## src/design/e2c_pkg.sv

```systemverilog
package e2c_pkg;

    // pipeline layout
    localparam int NSTAGE    = 19;
    localparam int OUT_STAGE = NSTAGE - 1;
    localparam int DATE_LAST = NSTAGE - 2;
    localparam int TOD_FIRST = 3;
    localparam int TOD_DONE  = 8;

    // calendar constants
    localparam logic [16:0] DAY_SECS      = 17'd86400;
    localparam logic [11:0] HOUR_SECS     = 12'd3600;
    localparam logic [5:0]  MINUTE_SECS   = 6'd60;
    localparam logic [21:0] EPOCH_A       = 22'(2440588 + 32045);
    localparam logic [17:0] QUAD_CENT     = 18'd146097;
    localparam logic [23:0] N1_BIAS       = 24'(4 * (2440588 + 32045) + 146096);
    localparam logic [10:0] QUAD_YEAR     = 11'd1461;
    localparam logic [17:0] QY_BIAS       = 18'(4 * 365);
    localparam logic [7:0]  MONTH_SPAN    = 8'd153;
    localparam logic [12:0] YEAR_BIAS     = 13'd4800;
    localparam logic [6:0]  CENTURY_YEARS = 7'd100;
    localparam logic [3:0]  MARCH_BASED   = 4'd10;

    // floor(2^W / D), W = width of the dividend; quotient is low by at most one
    localparam logic [15:0] RECIP_DAY  = 16'((64'd1 << 32) / 64'd86400);
    localparam logic [6:0]  RECIP_QC   = 7'((64'd1 << 24) / 64'd146097);
    localparam logic [7:0]  RECIP_QY   = 8'((64'd1 << 18) / 64'd1461);
    localparam logic [3:0]  RECIP_MS   = 4'((64'd1 << 11) / 64'd153);
    localparam logic [5:0]  RECIP_C    = 6'((64'd1 << 12) / 64'd100);
    localparam logic [5:0]  RECIP_H    = 6'((64'd1 << 17) / 64'd3600);
    localparam logic [6:0]  RECIP_MIN  = 7'((64'd1 << 12) / 64'd60);
    localparam logic [7:0]  BCD_RECIP  = 8'd205;

    typedef enum logic [1:0] {
        CFG_SHOW_DATE = 2'd0,
        CFG_SHOW_TIME = 2'd1
    } cfg_idx_t;

    typedef struct packed {
        logic [11:0] year;
        logic [3:0]  month;
        logic [4:0]  day;
        logic [4:0]  cent;
        logic [6:0]  yrlo;
    } date_t;

    typedef struct packed {
        logic [4:0] hour;
        logic [5:0] minute;
        logic [5:0] second;
    } tod_t;

    // two BCD digits of a value below 100
    function automatic logic [7:0] bcd2(input logic [6:0] v);
        logic [14:0] p;
        logic [3:0]  tens;
        logic [6:0]  ones;
        p    = 15'(v) * 15'(BCD_RECIP);
        tens = p[14:11];
        ones = v - 7'({tens, 3'b000}) - 7'({tens, 1'b0});
        return {tens, ones[3:0]};
    endfunction

    // days from March 1 to the start of month m (March based)
    function automatic logic [8:0] month_start(input logic [3:0] m);
        logic [8:0] r;
        case (m)
            4'd0:    r = 9'd0;
            4'd1:    r = 9'd31;
            4'd2:    r = 9'd61;
            4'd3:    r = 9'd92;
            4'd4:    r = 9'd122;
            4'd5:    r = 9'd153;
            4'd6:    r = 9'd184;
            4'd7:    r = 9'd214;
            4'd8:    r = 9'd245;
            4'd9:    r = 9'd275;
            4'd10:   r = 9'd306;
            4'd11:   r = 9'd337;
            default: r = 9'd0;
        endcase
        return r;
    endfunction

endpackage

```

## src/design/e2c_ctl.sv

```systemverilog
module e2c_ctl import e2c_pkg::*; (
    input  logic              aclk,
    input  logic              aresetn,
    input  logic              s_valid,
    output logic              s_ready,
    output logic              m_valid,
    input  logic              m_ready,
    output logic [NSTAGE-1:0] en
);

    logic [NSTAGE-1:0] v_reg;
    logic [NSTAGE-1:0] v_next;

    assign en[NSTAGE-1] = !v_reg[NSTAGE-1] || m_ready;

    for (genvar k = 0; k < NSTAGE - 1; k++) begin : g_en
        assign en[k] = !v_reg[k] || en[k+1];
    end

    assign s_ready = en[0] && aresetn;
    assign m_valid = v_reg[NSTAGE-1];

    always_comb begin
        v_next[0] = en[0] ? s_valid : v_reg[0];
        for (int k = 1; k < NSTAGE; k++) begin
            v_next[k] = en[k] ? v_reg[k-1] : v_reg[k];
        end
    end

    always_ff @(posedge aclk) begin
        if (!aresetn) begin
            v_reg <= '0;
        end else begin
            v_reg <= v_next;
        end
    end

`ifndef NO_ASSERTIONS
    a_occupancy: assert property (@(posedge aclk) disable iff (!aresetn)
        $past(aresetn) |-> $countones(v_reg) == $countones($past(v_reg))
            + int'($past(s_valid && s_ready)) - int'($past(m_valid && m_ready)))
        else $error("pipeline occupancy does not match transfers");

    a_full_stall: assert property (@(posedge aclk) disable iff (!aresetn)
        (&v_reg) && !m_ready |-> !s_ready)
        else $error("input taken while pipeline is full and stalled");

    a_enter: assert property (@(posedge aclk) disable iff (!aresetn)
        s_valid && s_ready |=> v_reg[0])
        else $error("accepted transfer missing from first stage");
`endif

endmodule

```

## src/design/e2c_date.sv

```systemverilog
module e2c_date import e2c_pkg::*; (
    input  logic                 aclk,
    input  logic [DATE_LAST:0]   en,
    input  logic [31:0]          unix_seconds,
    output logic [16:0]          tod_secs,
    output date_t                date
);

    // stage 0: seconds / 86400, reciprocal product
    logic [31:0] t0_reg;
    logic [47:0] pd0_reg, pd0_next;
    assign pd0_next = 48'(unix_seconds) * 48'(RECIP_DAY);

    // stage 1: trial quotient and remainder
    logic [15:0] dq1_reg, dq1_next;
    logic [17:0] dr1_reg, dr1_next;
    assign dq1_next = pd0_reg[47:32];
    assign dr1_next = 18'(t0_reg - 32'(dq1_next) * 32'(DAY_SECS));

    // stage 2: corrected days and seconds of day
    logic        dfix2;
    logic [15:0] days2_reg, days2_next;
    logic [16:0] secs2_reg, secs2_next;
    assign dfix2      = dr1_reg >= 18'(DAY_SECS);
    assign days2_next = dq1_reg + 16'(dfix2);
    assign secs2_next = 17'(dfix2 ? dr1_reg - 18'(DAY_SECS) : dr1_reg);

    // stage 3: 4a + 146096 and its reciprocal product
    logic [23:0] n3_reg, n3_next;
    logic [30:0] p3_reg, p3_next;
    logic [15:0] days3_reg;
    assign n3_next = {6'd0, days2_reg, 2'b00} + N1_BIAS;
    assign p3_next = 31'(n3_next) * 31'(RECIP_QC);

    // stage 4
    logic [6:0]  b4_reg, b4_next;
    logic [18:0] r4_reg, r4_next;
    logic [15:0] days4_reg;
    assign b4_next = p3_reg[30:24];
    assign r4_next = 19'(n3_reg - 24'(b4_next) * 24'(QUAD_CENT));

    // stage 5: century index b
    logic [6:0]  b5_reg, b5_next;
    logic [15:0] days5_reg;
    assign b5_next = b4_reg + 7'(r4_reg >= 19'(QUAD_CENT)) - 7'd1;

    // stage 6: day within the century, c
    logic [15:0] c6_reg, c6_next;
    logic [6:0]  b6_reg;
    assign c6_next = 16'(22'(days5_reg) + EPOCH_A
                         - 22'((24'(b5_reg) * 24'(QUAD_CENT)) >> 2));

    // stage 7
    logic [17:0] n7_reg, n7_next;
    logic [25:0] p7_reg, p7_next;
    logic [15:0] c7_reg;
    logic [6:0]  b7_reg;
    assign n7_next = {c6_reg, 2'b00} + QY_BIAS;
    assign p7_next = 26'(n7_next) * 26'(RECIP_QY);

    // stage 8
    logic [7:0]  d8_reg, d8_next;
    logic [11:0] r8_reg, r8_next;
    logic [15:0] c8_reg;
    logic [6:0]  b8_reg;
    assign d8_next = p7_reg[25:18];
    assign r8_next = 12'(n7_reg - 18'(d8_next) * 18'(QUAD_YEAR));

    // stage 9: year within the century, d
    logic [6:0]  d9_reg, d9_next;
    logic [15:0] c9_reg;
    logic [6:0]  b9_reg;
    assign d9_next = 7'(d8_reg + 8'(r8_reg >= 12'(QUAD_YEAR)) - 8'd1);

    // stage 10: day of year e, biased year
    logic [8:0]  e10_reg, e10_next;
    logic [12:0] yb10_reg, yb10_next;
    assign e10_next  = 9'(c9_reg - 16'((18'(d9_reg) * 18'(QUAD_YEAR)) >> 2));
    assign yb10_next = 13'(b9_reg) * 13'(CENTURY_YEARS) + 13'(d9_reg);

    // stage 11
    logic [10:0] n11_reg, n11_next;
    logic [14:0] p11_reg, p11_next;
    logic [8:0]  e11_reg;
    logic [12:0] yb11_reg;
    assign n11_next = 11'(12'(e10_reg) * 12'd5 - 12'd3);
    assign p11_next = 15'(n11_next) * 15'(RECIP_MS);

    // stage 12
    logic [3:0]  m12_reg, m12_next;
    logic [8:0]  r12_reg, r12_next;
    logic [8:0]  e12_reg;
    logic [12:0] yb12_reg;
    assign m12_next = p11_reg[14:11];
    assign r12_next = 9'(n11_reg - 11'(m12_next) * 11'(MONTH_SPAN));

    // stage 13: March-based month m
    logic [3:0]  m13_reg, m13_next;
    logic [8:0]  e13_reg;
    logic [12:0] yb13_reg;
    assign m13_next = m12_reg + 4'(r12_reg >= 9'(MONTH_SPAN));

    // stage 14: civil year, month, day
    logic        hi14;
    logic [11:0] year14_reg, year14_next;
    logic [3:0]  month14_reg, month14_next;
    logic [4:0]  day14_reg, day14_next;
    assign hi14         = m13_reg >= MARCH_BASED;
    assign year14_next  = 12'(yb13_reg - YEAR_BIAS + 13'(hi14));
    assign month14_next = m13_reg + 4'd3 - (hi14 ? 4'd12 : 4'd0);
    assign day14_next   = 5'(e13_reg - month_start(m13_reg));

    // stage 15: year / 100
    logic [17:0] py15_reg, py15_next;
    logic [11:0] year15_reg;
    logic [3:0]  month15_reg;
    logic [4:0]  day15_reg;
    assign py15_next = 18'(year14_reg) * 18'(RECIP_C);

    // stage 16
    logic [5:0]  yq16_reg, yq16_next;
    logic [7:0]  ry16_reg, ry16_next;
    logic [11:0] year16_reg;
    logic [3:0]  month16_reg;
    logic [4:0]  day16_reg;
    assign yq16_next = py15_reg[17:12];
    assign ry16_next = 8'(year15_reg - 12'(yq16_next) * 12'(CENTURY_YEARS));

    // stage 17
    logic  yfix17;
    date_t date17_reg, date17_next;
    assign yfix17 = ry16_reg >= 8'(CENTURY_YEARS);
    assign date17_next = '{
        year:  year16_reg,
        month: month16_reg,
        day:   day16_reg,
        cent:  5'(yq16_reg + 6'(yfix17)),
        yrlo:  7'(yfix17 ? ry16_reg - 8'(CENTURY_YEARS) : ry16_reg)
    };

    always_ff @(posedge aclk) begin
        if (en[0]) begin
            t0_reg  <= unix_seconds;
            pd0_reg <= pd0_next;
        end
        if (en[1]) begin
            dq1_reg <= dq1_next;
            dr1_reg <= dr1_next;
        end
        if (en[2]) begin
            days2_reg <= days2_next;
            secs2_reg <= secs2_next;
        end
        if (en[3]) begin
            n3_reg    <= n3_next;
            p3_reg    <= p3_next;
            days3_reg <= days2_reg;
        end
        if (en[4]) begin
            b4_reg    <= b4_next;
            r4_reg    <= r4_next;
            days4_reg <= days3_reg;
        end
        if (en[5]) begin
            b5_reg    <= b5_next;
            days5_reg <= days4_reg;
        end
        if (en[6]) begin
            c6_reg <= c6_next;
            b6_reg <= b5_reg;
        end
        if (en[7]) begin
            n7_reg <= n7_next;
            p7_reg <= p7_next;
            c7_reg <= c6_reg;
            b7_reg <= b6_reg;
        end
        if (en[8]) begin
            d8_reg <= d8_next;
            r8_reg <= r8_next;
            c8_reg <= c7_reg;
            b8_reg <= b7_reg;
        end
        if (en[9]) begin
            d9_reg <= d9_next;
            c9_reg <= c8_reg;
            b9_reg <= b8_reg;
        end
        if (en[10]) begin
            e10_reg  <= e10_next;
            yb10_reg <= yb10_next;
        end
        if (en[11]) begin
            n11_reg  <= n11_next;
            p11_reg  <= p11_next;
            e11_reg  <= e10_reg;
            yb11_reg <= yb10_reg;
        end
        if (en[12]) begin
            m12_reg  <= m12_next;
            r12_reg  <= r12_next;
            e12_reg  <= e11_reg;
            yb12_reg <= yb11_reg;
        end
        if (en[13]) begin
            m13_reg  <= m13_next;
            e13_reg  <= e12_reg;
            yb13_reg <= yb12_reg;
        end
        if (en[14]) begin
            year14_reg  <= year14_next;
            month14_reg <= month14_next;
            day14_reg   <= day14_next;
        end
        if (en[15]) begin
            py15_reg    <= py15_next;
            year15_reg  <= year14_reg;
            month15_reg <= month14_reg;
            day15_reg   <= day14_reg;
        end
        if (en[16]) begin
            yq16_reg    <= yq16_next;
            ry16_reg    <= ry16_next;
            year16_reg  <= year15_reg;
            month16_reg <= month15_reg;
            day16_reg   <= day15_reg;
        end
        if (en[17]) begin
            date17_reg <= date17_next;
        end
    end

    assign tod_secs = secs2_reg;
    assign date     = date17_reg;

endmodule

```

## src/design/e2c_tod.sv

```systemverilog
module e2c_tod import e2c_pkg::*; (
    input  logic                       aclk,
    input  logic [DATE_LAST:TOD_FIRST] en,
    input  logic [16:0]                secs,
    output tod_t                       tod
);

    // stage 3: secs / 3600, reciprocal product
    logic [16:0] s3_reg;
    logic [22:0] ph3_reg, ph3_next;
    assign ph3_next = 23'(secs) * 23'(RECIP_H);

    // stage 4
    logic [5:0]  h4_reg, h4_next;
    logic [12:0] rh4_reg, rh4_next;
    assign h4_next  = ph3_reg[22:17];
    assign rh4_next = 13'(s3_reg - 17'(h4_next) * 17'(HOUR_SECS));

    // stage 5: hour and seconds of hour
    logic        hfix5;
    logic [4:0]  hour5_reg, hour5_next;
    logic [11:0] rem5_reg, rem5_next;
    assign hfix5      = rh4_reg >= 13'(HOUR_SECS);
    assign hour5_next = 5'(h4_reg + 6'(hfix5));
    assign rem5_next  = 12'(hfix5 ? rh4_reg - 13'(HOUR_SECS) : rh4_reg);

    // stage 6: rem / 60
    logic [18:0] pm6_reg, pm6_next;
    logic [11:0] rem6_reg;
    logic [4:0]  hour6_reg;
    assign pm6_next = 19'(rem5_reg) * 19'(RECIP_MIN);

    // stage 7
    logic [6:0] mi7_reg, mi7_next;
    logic [6:0] rm7_reg, rm7_next;
    logic [4:0] hour7_reg;
    assign mi7_next = pm6_reg[18:12];
    assign rm7_next = 7'(rem6_reg - 12'(mi7_next) * 12'(MINUTE_SECS));

    // stage 8 onward: finished fields ride along with the date path
    logic mfix8;
    tod_t tod8_next;
    tod_t tod_pipe [DATE_LAST:TOD_DONE];
    assign mfix8 = rm7_reg >= 7'(MINUTE_SECS);
    assign tod8_next = '{
        hour:   hour7_reg,
        minute: 6'(mi7_reg + 7'(mfix8)),
        second: 6'(mfix8 ? rm7_reg - 7'(MINUTE_SECS) : rm7_reg)
    };

    always_ff @(posedge aclk) begin
        if (en[3]) begin
            s3_reg  <= secs;
            ph3_reg <= ph3_next;
        end
        if (en[4]) begin
            h4_reg  <= h4_next;
            rh4_reg <= rh4_next;
        end
        if (en[5]) begin
            hour5_reg <= hour5_next;
            rem5_reg  <= rem5_next;
        end
        if (en[6]) begin
            pm6_reg   <= pm6_next;
            rem6_reg  <= rem5_reg;
            hour6_reg <= hour5_reg;
        end
        if (en[7]) begin
            mi7_reg   <= mi7_next;
            rm7_reg   <= rm7_next;
            hour7_reg <= hour6_reg;
        end
        if (en[TOD_DONE]) begin
            tod_pipe[TOD_DONE] <= tod8_next;
        end
        for (int k = TOD_DONE + 1; k <= DATE_LAST; k++) begin
            if (en[k]) begin
                tod_pipe[k] <= tod_pipe[k-1];
            end
        end
    end

    assign tod = tod_pipe[DATE_LAST];

endmodule

```

## src/design/epoch_seconds_to_calendar_digits.sv

```systemverilog
// Unix seconds to Gregorian date and UTC time of day.
//
// Input channel s_valid/s_ready carries s_unix_seconds (32-bit unsigned).
// Result channel m_valid/m_ready carries binary year, month, day_of_month,
// hour, minute, second and packed BCD words date_bcd (YYYYMMDD) and
// time_bcd (HHMMSS).
// Config channel cfg_valid/cfg_ready writes cfg_data[0] into register
// cfg_index: 0 = show_date, 1 = show_time; other indexes are dropped.
// A disabled part reads as zero. cfg_ready is always high; write only
// while the pipeline is empty.
//
// m_valid rises once the input has passed through stages 0 to 17 into
// the output register, stage 18. Throughput: one transfer per cycle;
// each of the 19 register stages can load every cycle while the output
// is not stalled.
// Reset (aresetn low, synchronous) empties the pipeline and sets both
// show bits. When m_ready is low, stages close up behind the output
// register and s_ready drops only once every stage is occupied.
module epoch_seconds_to_calendar_digits import e2c_pkg::*; (
    input  logic        aclk,
    input  logic        aresetn,
    input  logic        s_valid,
    output logic        s_ready,
    input  logic [31:0] s_unix_seconds,
    output logic        m_valid,
    input  logic        m_ready,
    output logic [13:0] m_year,
    output logic [3:0]  m_month,
    output logic [4:0]  m_day_of_month,
    output logic [4:0]  m_hour,
    output logic [5:0]  m_minute,
    output logic [5:0]  m_second,
    output logic [31:0] m_date_bcd,
    output logic [23:0] m_time_bcd,
    input  logic        cfg_valid,
    output logic        cfg_ready,
    input  logic [1:0]  cfg_index,
    input  logic        cfg_data
);

    logic [NSTAGE-1:0] en;
    logic [16:0]       secs;
    date_t             date;
    tod_t              tod;

    logic show_date_reg;
    logic show_time_reg;

    logic [13:0] year_reg;
    logic [3:0]  month_reg;
    logic [4:0]  day_reg;
    logic [4:0]  hour_reg;
    logic [5:0]  minute_reg;
    logic [5:0]  second_reg;
    logic [31:0] date_bcd_reg, date_bcd_next;
    logic [23:0] time_bcd_reg, time_bcd_next;

    e2c_ctl u_ctl (
        .aclk    (aclk),
        .aresetn (aresetn),
        .s_valid (s_valid),
        .s_ready (s_ready),
        .m_valid (m_valid),
        .m_ready (m_ready),
        .en      (en)
    );

    e2c_date u_date (
        .aclk         (aclk),
        .en           (en[DATE_LAST:0]),
        .unix_seconds (s_unix_seconds),
        .tod_secs     (secs),
        .date         (date)
    );

    e2c_tod u_tod (
        .aclk (aclk),
        .en   (en[DATE_LAST:TOD_FIRST]),
        .secs (secs),
        .tod  (tod)
    );

    assign cfg_ready = 1'b1;

    always_ff @(posedge aclk) begin
        if (!aresetn) begin
            show_date_reg <= 1'b1;
            show_time_reg <= 1'b1;
        end else if (cfg_valid) begin
            case (cfg_index)
                CFG_SHOW_DATE: show_date_reg <= cfg_data;
                CFG_SHOW_TIME: show_time_reg <= cfg_data;
                default: ;
            endcase
        end
    end

    assign date_bcd_next = {bcd2(7'(date.cent)), bcd2(date.yrlo),
                            bcd2(7'(date.month)), bcd2(7'(date.day))};
    assign time_bcd_next = {bcd2(7'(tod.hour)), bcd2(7'(tod.minute)),
                            bcd2(7'(tod.second))};

    always_ff @(posedge aclk) begin
        if (en[OUT_STAGE]) begin
            year_reg     <= show_date_reg ? 14'(date.year) : '0;
            month_reg    <= show_date_reg ? date.month     : '0;
            day_reg      <= show_date_reg ? date.day       : '0;
            date_bcd_reg <= show_date_reg ? date_bcd_next  : '0;
            hour_reg     <= show_time_reg ? tod.hour       : '0;
            minute_reg   <= show_time_reg ? tod.minute     : '0;
            second_reg   <= show_time_reg ? tod.second     : '0;
            time_bcd_reg <= show_time_reg ? time_bcd_next  : '0;
        end
    end

    assign m_year         = year_reg;
    assign m_month        = month_reg;
    assign m_day_of_month = day_reg;
    assign m_hour         = hour_reg;
    assign m_minute       = minute_reg;
    assign m_second       = second_reg;
    assign m_date_bcd     = date_bcd_reg;
    assign m_time_bcd     = time_bcd_reg;

endmodule

```

## config.mk

```make
export PLATFORM = sky130hd
export DESIGN_NAME = epoch_seconds_to_calendar_digits
export DESIGN_NICKNAME = d
export VERILOG_FILES = /design/src/design/e2c_pkg.sv /design/src/design/e2c_ctl.sv /design/src/design/e2c_date.sv /design/src/design/e2c_tod.sv /design/src/design/epoch_seconds_to_calendar_digits.sv
export SDC_FILE = /design/constraint.sdc
export NUM_CORES = 2
export LEC_CHECK = 0
export ABC_CLOCK_PERIOD_IN_PS = 6400
export BUFFER_PORTS_ARGS = -buffer_cell sky130_fd_sc_hd__buf_4
export CORE_MARGIN = 8
export CORE_UTILIZATION = 55
export CTS_BUF_LIST = sky130_fd_sc_hd__clkbuf_16
export DETAILED_ROUTE_END_ITERATION = 6
export HOLD_SLACK_MARGIN = 0.06
export MAX_ROUTING_LAYER = met4
export PLACE_DENSITY = 0.76
export SLEW_MARGIN = 20
export SYNTH_ARGS = -nofsm -noshare
export SYNTH_HDL_FRONTEND = slang
export SYNTH_SLANG_ARGS = --single-unit
```

## constraint.sdc

```tcl
create_clock -name aclk -period 6.4 [get_ports aclk]
set_clock_uncertainty 0.1 [all_clocks]
set_input_delay 0.96 -clock aclk [delete_from_list [all_inputs] [get_ports aclk]]
set_output_delay 0.96 -clock aclk [all_outputs]
set_load 0.02 [all_outputs]
```

==> results.sh <==
export IMPL_run_status="completed"
export IMPL_synth_mux_area_share_pct=0.2505
export IMPL_mostFrequentLayoutCells="923 x sky130_fd_sc_hd__ha_1, 875 x sky130_fd_sc_hd__inv_1, 871 x sky130_fd_sc_hd__edfxtp_1"
export IMPL_synth_cell_types=74
export IMPL_max_cap_viol_count=0
export IMPL_dpl_cell_area_um2=60600
export IMPL_wire_per_inst_um=15.01
export IMPL_hold_bufs_inserted_after_cts=0
export IMPL_synth_yosys_warnings=0
export IMPL_critPathCaptureType="register"
export IMPL_diode_insertion_count_for_antenna_repair=0
export IMPL_layoutNonFillerInstCount=6197
export IMPL_final_layout_size_suffix_gt1_share_pct=8.366
export IMPL_synth_simple_gate_area_share_pct=5.119
export IMPL_fin_crit_ns=6.076
export IMPL_number_of_register_bits_inferred_by_synthesis=897
export IMPL_remaining_drc_errors=0
export IMPL_sequential_area_share_after_synthesis_pct=46.44
export IMPL_crit_arrival_ns=6.38
export IMPL_synth_top_family_by_area="adder cells"
export IMPL_detailedPlacementHpwl_mm=72.83
export IMPL_first_global_vias=33555
export IMPL_via_per_inst=5.103
export IMPL_grt_setup_unrepaired="no"
export IMPL_layout_worst_path_cycle_share_pct=94.93
export IMPL_cts_path_max_buffers=3
export IMPL_synth_main_ff_cell="sky130_fd_sc_hd__edfxtp_1"
export IMPL_timing_worst_slew_pin_value_ns=1.080
export IMPL_gp_congestion=0.8781
export IMPL_min_path_type="register to register"
export IMPL_synth_compound_area_share_pct=5.073
export IMPL_timing_final_hold_violations=0
export IMPL_ioPinCount=139
export IMPL_cts_resized_gates=0
export IMPL_final_fill_count=7737
export IMPL_setup_viol=0
export IMPL_yosys_area_share_xor_xnor_pct=5.733
export IMPL_placedCellCount=6019
export IMPL_final_common_cell="sky130_fd_sc_hd__ha_1"
export IMPL_post_synth_design_cell_area_um2=57440
export IMPL_tritoncts="done"
export IMPL_htree_num_levels=3
export IMPL_tritoncts_num_buffers=94
export IMPL_design_die_area_um2=115000
export IMPL_largest_register_ff_count=170
export IMPL_startpoint_type="input pin"
export IMPL_chipHeight_um=339.2
export IMPL_via_count=31622
export IMPL_placementRows=118
export IMPL_postSynthAreaPerCell_um2=12.90
export IMPL_timing_slew_headroom_pct=28.02
export IMPL_synthCells=4452
export IMPL_setup_worst_path_class="input pin to register"
export IMPL_die_x_um=339.2
export IMPL_layout_cell_area_non_filler_um2=63990
export IMPL_worst_setup_hold_path_clk_slew_ns=0.06
export IMPL_synth_edf_count=871
export IMPL_initial_antenna_violation_count=0
export IMPL_postRouteWirelength_mm=93.04
export IMPL_synthToLayoutAreaGrowth_pct=11.41
export IMPL_clock_latency_ns=0.66
export IMPL_post_cts_setup_buffer_count=0
export IMPL_fmax_ghz=0.1646
export IMPL_placeableCoreArea_um2=103500
export IMPL_dr_first_iter_drc_count=1134
export IMPL_finalWorstSetupSlack_ns=0.3243
export IMPL_maximum_fanout_along_the_worst_path=4
export IMPL_grt_ovfl_total=0
export IMPL_multi_input_area_um2=27450
export IMPL_route_antenna_remaining_nets=0
export IMPL_dp_worst_setup_slack_ns=-0.2999
export IMPL_clock_sinks=897
export IMPL_buffer_ports_inserted=124
export IMPL_global_route_usage_total_pct=16.86
export IMPL_initial_core_util_pct=55.50
export IMPL_grt_pass1_wl_mm=159.4
export IMPL_cp_data_required_time_ns=6.70
export IMPL_max_slew_violation_count=0
export IMPL_yosys_area_share_adder_pct=31.40
export IMPL_drt_pre_antenna_iters=6
export IMPL_grt_start_max_net_pins=84
export IMPL_finish_net_count=6022
export IMPL_cts_root_buffer_cell="sky130_fd_sc_hd__clkbuf_16"
export IMPL_largest_register="u_tod.tod_pipe"
export IMPL_final_seq_area_um2=26680
export IMPL_ys_async_sr_fraction_pct=0
-- Yosys cell counts, types with 54 or more instances --
cell type | number | area share, %
sky130_fd_sc_hd__ha_1 | 923 | 20
sky130_fd_sc_hd__edfxtp_1 | 871 | 46
sky130_fd_sc_hd__fa_1 | 324 | 11
sky130_fd_sc_hd__nor2_1 | 110 | 0.72
sky130_fd_sc_hd__nand3_1 | 54 | 0.47
sky130_fd_sc_hd__inv_1 | 864 | 5.6
sky130_fd_sc_hd__nand2_1 | 111 | 0.73
sky130_fd_sc_hd__a21oi_1 | 140 | 1.2
sky130_fd_sc_hd__xnor2_1 | 270 | 4.1
sky130_fd_sc_hd__and2_1 | 78 | 0.85
sky130_fd_sc_hd__xor2_1 | 106 | 1.6
-- metal layers --
layer / wire, um / track usage [%] / vias up
met2: 49290 / 30.68 / 391
met4: 2078 / 4.136 / 0
met3: 2907 / 2.653 / 161
met5: 0 / - / -
met1: 38770 / 19.48 / 15300
li1: - / - / 15770
-- critical path, cell delays in order --
cell	delay [ns]
sky130_fd_sc_hd__buf_4	0.13
sky130_fd_sc_hd__ha_1	0.29
sky130_fd_sc_hd__ha_1	0.28
sky130_fd_sc_hd__inv_1	0.05
sky130_fd_sc_hd__fa_1	0.53
sky130_fd_sc_hd__inv_1	0.07
sky130_fd_sc_hd__fa_1	0.50
sky130_fd_sc_hd__fa_1	0.55
sky130_fd_sc_hd__inv_1	0.06
sky130_fd_sc_hd__fa_1	0.53
sky130_fd_sc_hd__inv_1	0.04
sky130_fd_sc_hd__ha_1	0.28
sky130_fd_sc_hd__nand4_1	0.15
sky130_fd_sc_hd__nor4_1	0.36
sky130_fd_sc_hd__nand2_1	0.09
sky130_fd_sc_hd__o211a_1	0.18
sky130_fd_sc_hd__o31ai_1	0.51
sky130_fd_sc_hd__a41oi_1	0.19
sky130_fd_sc_hd__buf_4	0.17
sky130_fd_sc_hd__o21bai_1	0.19
sky130_fd_sc_hd__a21oi_1	0.12
sky130_fd_sc_hd__xnor2_1	0.13
-- cell families (layout without fill, tap and decap cells) --
| family | count (synthesis) | count (layout) |
|---|---|---|
| AOI/OAI and AO/OA | 449 | 449 |
| xor gates and xnor gates | 376 | 376 |
| adders and majority gates | 1247 | 1247 |
| buffers and inverters | 900 | 1253 |
| DFF | 897 | 897 |
| muxes | 14 | 14 |
| other | 2 | 14 |
| and+or+nand+nor | 567 | 567 |
-- metrics by stage --
stage	TNS, ns	hold slack (ns)	util (%)
final	0	0.2855	61.83
after detailed placement	-0.5872	0.3045	58.56
after global placement	-0.1694	0.3002	58.56
after CTS	0	0.2734	61.78
after global routing	0	0.2859	61.83
after floorplan	0	0.3003	-
-- cell type report --
type / instances / share of cell area, %
multi-input combinational: 2667 / 42.89
sequential: 897 / 41.69
inverter: 870 / 5.103
clock buffer: 94 / 3.676
tap: 1380 / 2.698
timing repair buffer: 205 / 2.405
clock inverter: 84 / 1.543
-- final timing paths --
kind,startpoint,end,slack [ns],depth (start not counted)
worst max-delay path,s_unix_seconds[2],u_date.pd0_reg[47],0.32,22
worst max register to register,u_date.c6_reg[0],u_date.p7_reg[25],0.38,23
worst min register to register,u_date.c8_reg[5],u_date.c9_reg[5],0.29,0
worst min-delay path,u_date.c8_reg[5],u_date.c9_reg[5],0.29,0
Power is not shown: default switching activity piles up to over one toggle a cycle in this logic, so the estimate is an artifact.
